File: src/hdl/psd_pkg.sv
package psd_pkg;

  // Field widths
  localparam int SPEED_W = 16;
  localparam int GAIN_W  = 16;
  localparam int ERR_W   = SPEED_W + 1;   // target - measured
  localparam int DIFF_W  = SPEED_W + 2;   // err - previous err
  localparam int DUTY_W  = 7;
  localparam int FLAG_W  = 2;
  localparam int CFG_IDX_W = 2;

  // Integral accumulator width
  localparam int INTEGRAL_BITS = 32;

  // Product and sum widths
  localparam int PROD_P_W = GAIN_W + ERR_W;
  localparam int PROD_D_W = GAIN_W + DIFF_W;
  localparam int PROD_I_W = GAIN_W + INTEGRAL_BITS;
  localparam int SUM_W    = PROD_I_W + 2;

  // Drive limits and duty mapping
  localparam int DRIVE_LOW  = 1;
  localparam int DRIVE_HIGH = 254;
  localparam int MAP_IN_START = 1;
  localparam int MAP_IN_END   = 255;
  localparam int DUTY_START = 65;
  localparam int DUTY_END   = 98;
  localparam int DUTY_SPAN  = DUTY_END - DUTY_START;
  localparam int MAP_DIV    = MAP_IN_END - MAP_IN_START;
  localparam int DRIVE_OFS_W = 8;
  localparam int MAP_X_W     = 14;   // DUTY_SPAN * 253 < 2**14
  // x / 254 == (x * MAP_RECIP) >> MAP_SHIFT, exact for x < 2**14
  localparam int MAP_SHIFT  = 21;
  localparam int MAP_RECIP  = ((1 << MAP_SHIFT) + MAP_DIV - 1) / MAP_DIV;
  localparam int MAP_PROD_W = 27;
  localparam int MAP_Q_W    = 6;

  // Threshold divide by ten: t / 10 == (t * DIV10_RECIP) >> DIV10_SHIFT for 16-bit t
  localparam int THRESH_DIV   = 10;
  localparam int DIV10_SHIFT  = 19;
  localparam int DIV10_RECIP  = ((1 << DIV10_SHIFT) + THRESH_DIV - 1) / THRESH_DIV;
  localparam int DIV10_PROD_W = SPEED_W + 16;

  // Register indexes
  localparam logic [CFG_IDX_W-1:0] REG_PROP_GAIN  = 2'd0;
  localparam logic [CFG_IDX_W-1:0] REG_INTEG_GAIN = 2'd1;
  localparam logic [CFG_IDX_W-1:0] REG_DERIV_GAIN = 2'd2;

  // Clamp status codes
  typedef enum logic [FLAG_W-1:0] {
    CLAMP_NONE = 2'd0,
    CLAMP_LOW  = 2'd1,
    CLAMP_HIGH = 2'd2
  } clamp_t;

endpackage

File: src/hdl/psd_integ.sv
module psd_integ
  import psd_pkg::*;
(
  input  logic [SPEED_W-1:0]              target_speed,
  input  logic signed [ERR_W-1:0]         err,
  input  logic signed [INTEGRAL_BITS-1:0] integ,
  output logic signed [INTEGRAL_BITS-1:0] integ_next
);

  localparam int SUM_IW = INTEGRAL_BITS + 1;
  localparam logic signed [SUM_IW-1:0] INTEG_MAX =
    SUM_IW'((65'sd1 <<< (INTEGRAL_BITS - 1)) - 65'sd1);
  localparam logic signed [SUM_IW-1:0] INTEG_MIN = -INTEG_MAX - SUM_IW'(1);

  logic [DIV10_PROD_W-1:0]  div_prod;
  logic [SPEED_W-1:0]       thresh;
  logic signed [SUM_IW-1:0] acc;
  logic                     below;

  always_comb begin
    // target / 10 by reciprocal multiply
    div_prod = DIV10_PROD_W'(target_speed) * DIV10_PROD_W'(DIV10_RECIP);
    thresh   = SPEED_W'(div_prod[DIV10_PROD_W-1:DIV10_SHIFT]);
    below    = err < $signed({1'b0, thresh});
    acc      = SUM_IW'(integ) + SUM_IW'(err);
    if (!below) begin
      integ_next = '0;
    end else if (acc > INTEG_MAX) begin
      integ_next = INTEG_MAX[INTEGRAL_BITS-1:0];
    end else if (acc < INTEG_MIN) begin
      integ_next = INTEG_MIN[INTEGRAL_BITS-1:0];
    end else begin
      integ_next = acc[INTEGRAL_BITS-1:0];
    end
  end

endmodule

File: src/hdl/psd_duty_map.sv
module psd_duty_map
  import psd_pkg::*;
(
  input  logic [DRIVE_OFS_W-1:0] drive_ofs,
  output logic [DUTY_W-1:0]      duty
);

  logic [MAP_X_W-1:0]    x;
  logic [MAP_PROD_W-1:0] prod;

  always_comb begin
    x    = MAP_X_W'(drive_ofs) * MAP_X_W'(DUTY_SPAN);
    prod = MAP_PROD_W'(x) * MAP_PROD_W'(MAP_RECIP);
    duty = DUTY_W'(DUTY_START) + DUTY_W'(prod[MAP_SHIFT +: MAP_Q_W]);
  end

endmodule

File: src/hdl/pid_speed_to_pwm_duty.sv
// Channel   Dir  Width  Contents
// s_axis    in   32     tdata: target_speed [15:0], measured_speed [31:16]
// m_axis    out  8/2    tdata: duty_percent [6:0]; tuser: drive_clamped [1:0]
// cfg       in   2+16   index 0 prop_gain, 1 integ_gain, 2 deriv_gain
//
// One beat per cycle sustained while m_axis_tready stays high.
// Six register stages: input, error/integral, products, sum, clamp, output.
// The error/integral stage closes the state loop as each beat enters it.
// rst (synchronous) clears gains, previous error, integral and all valids.
// Each stage advances when empty or when the stage after it advances, so
// bubbles fill up while a result waits on m_axis_tready.
module pid_speed_to_pwm_duty
  import psd_pkg::*;
(
  input  logic                 clk,
  input  logic                 rst,
  // config write port
  input  logic                 cfg_wr_en,
  input  logic [CFG_IDX_W-1:0] cfg_index,
  input  logic [GAIN_W-1:0]    cfg_data,
  // input stream
  input  logic                 s_axis_tvalid,
  output logic                 s_axis_tready,
  input  logic [31:0]          s_axis_tdata,   // target_speed, measured_speed
  // result stream
  output logic                 m_axis_tvalid,
  input  logic                 m_axis_tready,
  output logic [7:0]           m_axis_tdata,   // duty_percent, zero pad
  output logic [FLAG_W-1:0]    m_axis_tuser    // drive_clamped
);

  // gains
  logic signed [GAIN_W-1:0] prop_gain;
  logic signed [GAIN_W-1:0] integ_gain;
  logic signed [GAIN_W-1:0] deriv_gain;

  // loop state
  logic signed [DIFF_W-1:0]        previous_error;
  logic signed [INTEGRAL_BITS-1:0] error_integral;
  logic signed [INTEGRAL_BITS-1:0] error_integral_next;

  // stage valids and advance
  logic v0, v1, v2, v3, v4, v5;
  logic adv0, adv1, adv2, adv3, adv4, adv5;

  // stage 0: input beat
  logic [SPEED_W-1:0] target0, measured0;
  // stage 1: error, difference, integral
  logic signed [ERR_W-1:0]         err;
  logic signed [DIFF_W-1:0]        diff;
  logic signed [ERR_W-1:0]         err1;
  logic signed [DIFF_W-1:0]        diff1;
  logic signed [INTEGRAL_BITS-1:0] integ1;
  // stage 2: products
  logic signed [PROD_P_W-1:0] prod_p;
  logic signed [PROD_D_W-1:0] prod_d;
  logic signed [PROD_I_W-1:0] prod_i;
  // stage 3: drive sum
  logic signed [SUM_W-1:0] drive;
  // stage 4: clamped drive less one, flag
  logic [DRIVE_OFS_W-1:0] drive_ofs, drive_ofs_next;
  clamp_t                 flag4, flag4_next;
  // stage 5: output
  logic [DUTY_W-1:0] duty_next, duty5;
  clamp_t            flag5;

  // stall chain
  assign adv5 = !v5 || m_axis_tready;
  assign adv4 = !v4 || adv5;
  assign adv3 = !v3 || adv4;
  assign adv2 = !v2 || adv3;
  assign adv1 = !v1 || adv2;
  assign adv0 = !v0 || adv1;
  assign s_axis_tready = adv0;

  always_ff @(posedge clk) begin
    if (rst) begin
      v0 <= 1'b0;
      v1 <= 1'b0;
      v2 <= 1'b0;
      v3 <= 1'b0;
      v4 <= 1'b0;
      v5 <= 1'b0;
    end else begin
      if (adv0) v0 <= s_axis_tvalid;
      if (adv1) v1 <= v0;
      if (adv2) v2 <= v1;
      if (adv3) v3 <= v2;
      if (adv4) v4 <= v3;
      if (adv5) v5 <= v4;
    end
  end

  // config writes; unknown index ignored
  always_ff @(posedge clk) begin
    if (rst) begin
      prop_gain  <= '0;
      integ_gain <= '0;
      deriv_gain <= '0;
    end else if (cfg_wr_en) begin
      case (cfg_index)
        REG_PROP_GAIN:  prop_gain  <= cfg_data;
        REG_INTEG_GAIN: integ_gain <= cfg_data;
        REG_DERIV_GAIN: deriv_gain <= cfg_data;
        default: ;
      endcase
    end
  end

  // stage 0
  always_ff @(posedge clk) begin
    if (adv0 && s_axis_tvalid) begin
      target0   <= s_axis_tdata[SPEED_W-1:0];
      measured0 <= s_axis_tdata[2*SPEED_W-1:SPEED_W];
    end
  end

  // stage 1: error terms and integral update
  always_comb begin
    err  = $signed({1'b0, target0}) - $signed({1'b0, measured0});
    diff = DIFF_W'(err) - previous_error;
  end

  psd_integ u_integ (
    .target_speed (target0),
    .err          (err),
    .integ        (error_integral),
    .integ_next   (error_integral_next)
  );

  always_ff @(posedge clk) begin
    if (rst) begin
      previous_error <= '0;
      error_integral <= '0;
    end else if (adv1 && v0) begin
      previous_error <= DIFF_W'(err);
      error_integral <= error_integral_next;
    end
  end

  always_ff @(posedge clk) begin
    if (adv1 && v0) begin
      err1   <= err;
      diff1  <= diff;
      integ1 <= error_integral_next;
    end
  end

  // stage 2: one multiplier per term
  always_ff @(posedge clk) begin
    if (adv2 && v1) begin
      prod_p <= PROD_P_W'(prop_gain) * PROD_P_W'(err1);
      prod_d <= PROD_D_W'(deriv_gain) * PROD_D_W'(diff1);
      prod_i <= PROD_I_W'(integ_gain) * PROD_I_W'(integ1);
    end
  end

  // stage 3: exact drive sum
  always_ff @(posedge clk) begin
    if (adv3 && v2) begin
      drive <= SUM_W'(prod_p) + SUM_W'(prod_d) + SUM_W'(prod_i);
    end
  end

  // stage 4: clamp to 1..254, keep drive - 1
  always_comb begin
    if (drive < SUM_W'(DRIVE_LOW)) begin
      drive_ofs_next = '0;
      flag4_next     = CLAMP_LOW;
    end else if (drive > SUM_W'(DRIVE_HIGH)) begin
      drive_ofs_next = DRIVE_OFS_W'(DRIVE_HIGH - MAP_IN_START);
      flag4_next     = CLAMP_HIGH;
    end else begin
      drive_ofs_next = drive[DRIVE_OFS_W-1:0] - DRIVE_OFS_W'(MAP_IN_START);
      flag4_next     = CLAMP_NONE;
    end
  end

  always_ff @(posedge clk) begin
    if (adv4 && v3) begin
      drive_ofs <= drive_ofs_next;
      flag4     <= flag4_next;
    end
  end

  // stage 5: linear map to duty
  psd_duty_map u_map (
    .drive_ofs (drive_ofs),
    .duty      (duty_next)
  );

  always_ff @(posedge clk) begin
    if (adv5 && v4) begin
      duty5 <= duty_next;
      flag5 <= flag4;
    end
  end

  assign m_axis_tvalid = v5;
  assign m_axis_tdata  = {1'b0, duty5};
  assign m_axis_tuser  = flag5;

endmodule

File: config.mk
export PLATFORM = sky130hd
export DESIGN_NAME = pid_speed_to_pwm_duty
export DESIGN_NICKNAME = d
export VERILOG_FILES = /design/src/hdl/psd_pkg.sv /design/src/hdl/psd_integ.sv /design/src/hdl/psd_duty_map.sv /design/src/hdl/pid_speed_to_pwm_duty.sv
export SDC_FILE = /design/constraint.sdc
export NUM_CORES = 2
export LEC_CHECK = 0
export ABC_AREA = 1
export BUFFER_PORTS_ARGS = -buffer_cell sky130_fd_sc_hd__buf_2
export CAP_MARGIN = 30
export CELL_PAD_IN_SITES_DETAIL_PLACEMENT = 1
export CELL_PAD_IN_SITES_GLOBAL_PLACEMENT = 2
export CORE_ASPECT_RATIO = 1.2
export CORE_MARGIN = 2
export CORE_UTILIZATION = 42
export CTS_CLUSTER_DIAMETER = 150
export CTS_CLUSTER_SIZE = 28
export DETAILED_ROUTE_END_ITERATION = 6
export PLACE_DENSITY_LB_ADDON = 0.2
export SLEW_MARGIN = 25
export SYNTH_ARGS = -nofsm -noshare
export SYNTH_HDL_FRONTEND = slang
export SYNTH_SLANG_ARGS = --single-unit
File: constraint.sdc
create_clock -name clk -period 8 [get_ports clk]
set_input_delay 0.4 -clock clk [delete_from_list [all_inputs] [get_ports clk]]
set_output_delay 0.4 -clock clk [all_outputs]
set_load 0.02 [all_outputs]
# [Yosys cells after proc, flatten, opt, wreduce, memory -nomap -nowiden]
# Index checks and enable logic that the tools add are counted.
[classes] n_eq_ne=2 multipliers=6 n_lt_le_gt_ge=5 reduce_logical=23 muxes=5 add_sub_neg=7
[ops] operator="32-bit 2-to-1 mux" count=3
[ops] operator="50-bit by 9-bit > comparator with 1-bit output, second input constant" count=1
[ops] operator="50-bit by 2-bit less-than comparator with 1-bit output, second input constant" count=1
[ops] operator="35-bit by 48-bit adder with 49-bit output" count=1
[ops] operator="16-bit by 32-bit multiplier with 48-bit output" count=1
[ops] operator="33-bit by 34-bit adder with 35-bit output" count=1
[ops] operator="16-bit by 18-bit multiplier with 34-bit output" count=1
[ops] operator="32-bit by 17-bit adder with 33-bit output" count=1
[ops] operator="33-bit by 32-bit > comparator with 1-bit output, second input constant" count=1
[ops] operator="33-bit by 32-bit less-than comparator with 1-bit output, second input constant" count=1
[ops] operator="16-bit by 17-bit multiplier with 33-bit output" count=1
[ops] operator="16-bit by 16-bit multiplier with 32-bit output, second input constant" count=1
[ops] operator="14-bit by 14-bit multiplier with 27-bit output, second input constant" count=1
[ops] operator="17-bit by 17-bit subtractor with 18-bit output" count=1
[ops] operator="17-bit by 14-bit less-than comparator with 1-bit output" count=1
[ops] operator="16-bit by 16-bit subtractor with 17-bit output" count=1
[ops] operator="8-bit by 6-bit multiplier with 14-bit output, second input constant" count=1
[ops] operator="8-bit 2-to-1 mux" count=1
[ops] operator="8-bit by 1-bit subtractor with 8-bit output, second input constant" count=1
[ops] operator="7-bit by 6-bit adder with 7-bit output, first input constant" count=1
[ops] operator="1-bit logical AND" count=6
[ops] operator="1-bit logical NOT" count=6
[ops] operator="1-bit logical OR" count=6
[ops] operator="2-bit AND reduction" count=3
[ops] operator="5 further kinds" count=5
[word_totals] out_inout_bits=12 input_bits=55 word_cells=73 reg_bits=386

# [Longest topological paths before layout]
[depth] word_depth=8 depth_mapped=34 depth_no_buf=33

# [By module]
# From an unflattened synthesis, not the netlist that was laid out.
[hier_totals] cells_unflattened=9357 area_unflattened_um2=71629.9
[modules_own_cells] mod="pid_speed_to_pwm_duty" area_each_um2=62118.3 n_inst=1 seq_area_each_um2=10530.1 cells_each=7917
[modules_own_cells] mod="psd_integ" area_each_um2=7878.8 n_inst=1 seq_area_each_um2=0.0 cells_each=1199
[modules_own_cells] mod="psd_duty_map" area_each_um2=1632.8 n_inst=1 seq_area_each_um2=0.0 cells_each=241

# [Least setup slack after synthesis]
# OpenSTA, ideal clock, no wires.
[synth_path] path_kind="reg-to-reg" start="reg target0[9]" end="reg integ1[0], data pin" setup_time_ps=127 n_path_buf=1 arrival_time_ps=6225 period_less_slack_ps=6352 path_stages_with_launch=30 setup_slack_ps=1648 t_required_ps=7873 cell_sequence="edfxtp_1 > ha_1 > fa_1 > fa_1 > inv_1 > fa_1 > inv_1 > fa_1 > inv_1 > fa_1 > inv_1 > ha_1 > nand2_1 > nor4_1 > o21ai_0 > nand3_1 > a21oi_1 > o21ai_0 > xor2_1 > ha_1 > nand2_1 > nor2_1 > a211oi_1 > nand3_1 > nor3_2 > nand2_1 > nand2_4 > buf_12 > nand2_2 > inv_1"
[synth_via] elab_chain_cells=6 word_cells_on_any_way=9 cone_classes="add/sub (2); mul (1); order compare (3); mux (3)"
[synth_rtl] item="start, declared" line="pid_speed_to_pwm_duty.sv:47" text="logic [SPEED_W-1:0] target0, measured0;"
[synth_rtl] item="start signal, assigned" line="pid_speed_to_pwm_duty.sv:113" text="target0 <= s_axis_tdata[SPEED_W-1:0];"
[synth_rtl] item="16-bit by 16-bit subtractor with 17-bit output" line="pid_speed_to_pwm_duty.sv:120" text="err = $signed({1'b0, target0}) - $signed({1'b0, measured0});"
[synth_rtl] item="32-bit by 17-bit adder with 33-bit output" line="psd_integ.sv:25" text="acc = SUM_IW'(integ) + SUM_IW'(err);"
[synth_rtl] item="33-bit by 32-bit less-than comparator with 1-bit output" line="psd_integ.sv:30" text="end else if (acc < INTEG_MIN) begin"
[synth_rtl] item="32-bit 2-to-1 mux" line="psd_integ.sv:30"
[synth_rtl] item="32-bit 2-to-1 mux" line="psd_integ.sv:28" text="end else if (acc > INTEG_MAX) begin"
[synth_rtl] item="32-bit 2-to-1 mux (*)" line="psd_integ.sv:26" text="if (!below) begin"
[synth_rtl] item="via error_integral_next[0]" line="pid_speed_to_pwm_duty.sv:40" text="logic signed [INTEGRAL_BITS-1:0] error_integral_next;"
[synth_rtl] item="end signal, assigned" line="pid_speed_to_pwm_duty.sv:145" text="integ1 <= error_integral_next;"
[synth_rtl] item="end, declared" line="pid_speed_to_pwm_duty.sv:53" text="logic signed [INTEGRAL_BITS-1:0] integ1;"
# The timed path passes the listed nets; every way through them passes the cells marked *.
# A chain may end at the register's enable or synchronous reset.

# [Worst setup path after layout]
[layout_path] start="reg target0[4]" end="reg error_integral[16]"
[layout_via] elab_chain_cells=6 word_cells_on_any_way=9 cone_classes="add/sub (2); mul (1); order compare (3); mux (3)"
[layout_rtl] item="16-bit by 16-bit subtractor with 17-bit output" line="pid_speed_to_pwm_duty.sv:120"
[layout_rtl] item="32-bit by 17-bit adder with 33-bit output" line="psd_integ.sv:25"
[layout_rtl] item="33-bit by 32-bit less-than comparator with 1-bit output" line="psd_integ.sv:30"
[layout_rtl] item="32-bit 2-to-1 mux" line="psd_integ.sv:30"
[layout_rtl] item="32-bit 2-to-1 mux" line="psd_integ.sv:28"
[layout_rtl] item="32-bit 2-to-1 mux (*)" line="psd_integ.sv:26"
[layout_rtl] item="end signal, assigned" line="pid_speed_to_pwm_duty.sv:137" text="error_integral <= error_integral_next;"
[layout_rtl] item="end, declared" line="pid_speed_to_pwm_duty.sv:39" text="logic signed [INTEGRAL_BITS-1:0] error_integral;"
# Every way passes the cells marked *; elsewhere a longest branch is shown, timed or not.

==> flow_summary.toml <==
[status]
status = "finished clean"

[power_and_ir_drop]
power_density_nw_per_um2 = 243
leakage_nw = 35.2
irDropWorstVdd_mv = 0.170
p_total_w = 0.0171

[die]
initial_utilization_pct = 42.3
ios = 67
num_rows = 159
core_area_sq_um = 157000
dieArea_sq_um = 161000
die_w_um = 367
die_h_um = 439

[worst_setup_path]
endpoint_kind = "flip-flop"
start_kind = "flip-flop"
cp_slowest_stage_delay_ns = 0.57
worstPathArrival_ns = 7.82
path_max_fanout = 18
worstSetupPathType = "reg -> reg"
crit_top_cell = "fa_1"
slowest_stage = "edfxtp_1"
cp.required_ns = 8.55

[yosys]
yosysSeqAreaShare_pct = 15.9
ys_seq_elements = 385
avgSynthCellArea_sq_um = 8.56
synthArstFlopShare_pct = 0
yosys.cell_types.count = 62
synth_ff_type = "edfxtp_1"
netlist_area_sq_um = 66400
synth_edf_count = 282
synth_warnings = 0
synthesis.nets = 9592
syn_inst = 7753

[sta]
worstMarginPinSlew_ns = 1.09
finalSetupViolations = 0
fin_skew_ns = 0.0418
setup-tns-final_ns = 0
fin_crit_sh_pct = 90.8
rsz0062_at_grt = "false"
hold_violations = 0
period_minus_slack_ns = 7.26
fmax_ghz = 0.138
slew_headroom_pct = 27.1
slew_violations = 0

[cts]
clockBufferDepth = 3
cts.clk_slew.worst_paths_ns = 0.12
cts_buffers = 20
cts_max_level = 1
cts-root-buf = "clkbuf_16"
clkLatencyLatePin_ns = 0.63
clock_sinks = 385
cts_tree = "yes"
post-cts-setup-buffer-count = 0

[final_layout]
fill_cells = 18700
syn_to_final_growth_pct = 6.10
final_common_cell = "inv_1"
final_util_pct = 44.9
final_cell_mix = "1971 x inv_1, 1627 x nand2_1, 1185 x fa_1"
nets = 9604
design_area_sq_um = 70400
drive_above_1_share_pct = 5.04
final_cells = 9876

[global_routing]
antenna_found_initial = 8
grt_pass1_wl_um = 338000
grt_pass1_vias = 57300
grt_start_max_net_pins = 71
overflow = 0
track_usage_pct = 27.5

[detailed_routing]
drtIter0Drc = 2433
dr.pass1.iters = 5
via_per_inst = 5.12
post_drt_wl_per_cell_um = 22.0
drc = 0
wirelength_um = 217000
detail-route-antenna-nets = 0
dr_total_vias = 50500

[placement]
place_inst = 9800
postPlaceCellArea_sq_um = 69400
io_buffers = 65
gp_congestion = 0.924
dp_hpwl_um = 183000

[flow_run]
drv_cap = 0

[min_path]
hold_path_class = "in -> reg"
## state kept, by name (all words and copies together), names as in the netlist, 17 cells and up
register	flops
integ1	32
prod_p	33
prod_i	48
prod_d	34
err1	17
drive	49
diff1	18
error_integral	32
previous_error	17
## where the power goes
group	internal, W	switching (W)
Combinational	0.00443	0.00814
Sequential	0.00277	0.000482
Clock	0.000504	0.000798
## stage by stage
step / hold slack [ns] / worst slack (ns)
CTS: 0.0296 / 0.661
global placement: 0.439 / 0.767
finish: 0.0554 / 0.735
global route: 0.0634 / 0.167
detailed placement: 0.436 / 0.680
floorplan: 0.400 / 1.65
## worst paths after layout
path | start | endpoint | slack (ns) | depth (start not counted)
min reg2reg | v4 | m_axis_tvalid | 0.46 | 2
max reg2reg | target0[4] | error_integral[16] | 0.74 | 29
max | target0[4] | error_integral[16] | 0.74 | 29
min | m_axis_tready | m_axis_tvalid | 0.06 | 4
## cell type report
cell class	instances	area, sq um	area share [%]
inverter	1975	7410	10.5
clock inverter	9	120	0.171
clock buffer	27	527	0.748
antenna	4	10.0	0.0142
timing repair buffer	223	1710	2.43
tap	2093	2620	3.72
multi-input combinational	5160	47500	67.4
sequential	385	10500	15.0
## critical path: cells and delay by family, from the launching register on
kind,cells,cell delay (ns)
buffers and inverters,5,0.43
AOI/OAI and AO/OA,5,0.79
adders and majority gates,8,3.69
and+or+nand+nor,10,1.51
DFF,1,0.57
xor gates and xnor gates,1,0.18
## cells in the mapped netlist, drive strengths merged (2+ instances only)
| master | instances | area (sq um) |
|---|---|---|
| a211oi | 13 | 97.6 |
| a21boi | 13 | 101 |
| a21o | 36 | 270 |
| a21oi | 381 | 2050 |
| a221oi | 3 | 26.3 |
| a31oi | 30 | 188 |
| and3 | 2 | 12.5 |
| buf | 16 | 139 |
| clkbuf | 217 | 815 |
| dfxtp | 103 | 2060 |
| edfxtp | 282 | 8470 |
| fa | 1185 | 23700 |
| ha | 599 | 7490 |
| inv | 1974 | 7410 |
| nand2 | 1668 | 6370 |
| nand3 | 132 | 686 |
| nand3b | 9 | 67.6 |
| nand4 | 19 | 119 |
| nor2 | 357 | 1360 |
| nor3 | 37 | 200 |
| nor4 | 32 | 230 |
| o2111ai | 2 | 17.5 |
| o211ai | 7 | 52.6 |
| o21a | 13 | 97.6 |
| o21ai | 263 | 1330 |
| o21bai | 20 | 165 |
| o221a | 2 | 22.5 |
| o221ai | 4 | 35.0 |
| o31ai | 5 | 37.5 |
| or2 | 65 | 407 |
| xnor2 | 87 | 762 |
| xor2 | 168 | 1470 |
## layer usage
metal / part of all wire (%) / GRT usage [%] / up-vias / wire (um)
met1: 42 / 34.6 / 26300 / 90700
met5: 0.012 / 0 / - / 27
met4: 2.9 / 6.95 / 4 / 6290
li1: - / - / 23200 / -
met2: 52 / 51.2 / 757 / 113000
met3: 3.1 / 1.67 / 222 / 6660
## cells by family (layout without fill, tap and decap cells)
group	Yosys count	after routing	share of synthesized area, %
simple gates	2321	2321	14.2
xor+xnor	255	255	3.37
other cells	1	5	0.00565
fa+ha+maj	1784	1784	47.0
buf+inv	2208	2234	12.6
compound gates	799	799	6.87
flops	385	385	15.9
## timing repair
item	in CTS	in global routing
resized for setup	0	0
hold endpoints to repair	32	0
hold buffers	32	0
setup endpoints to repair	0	0
(Power assumes the default switching activity.)
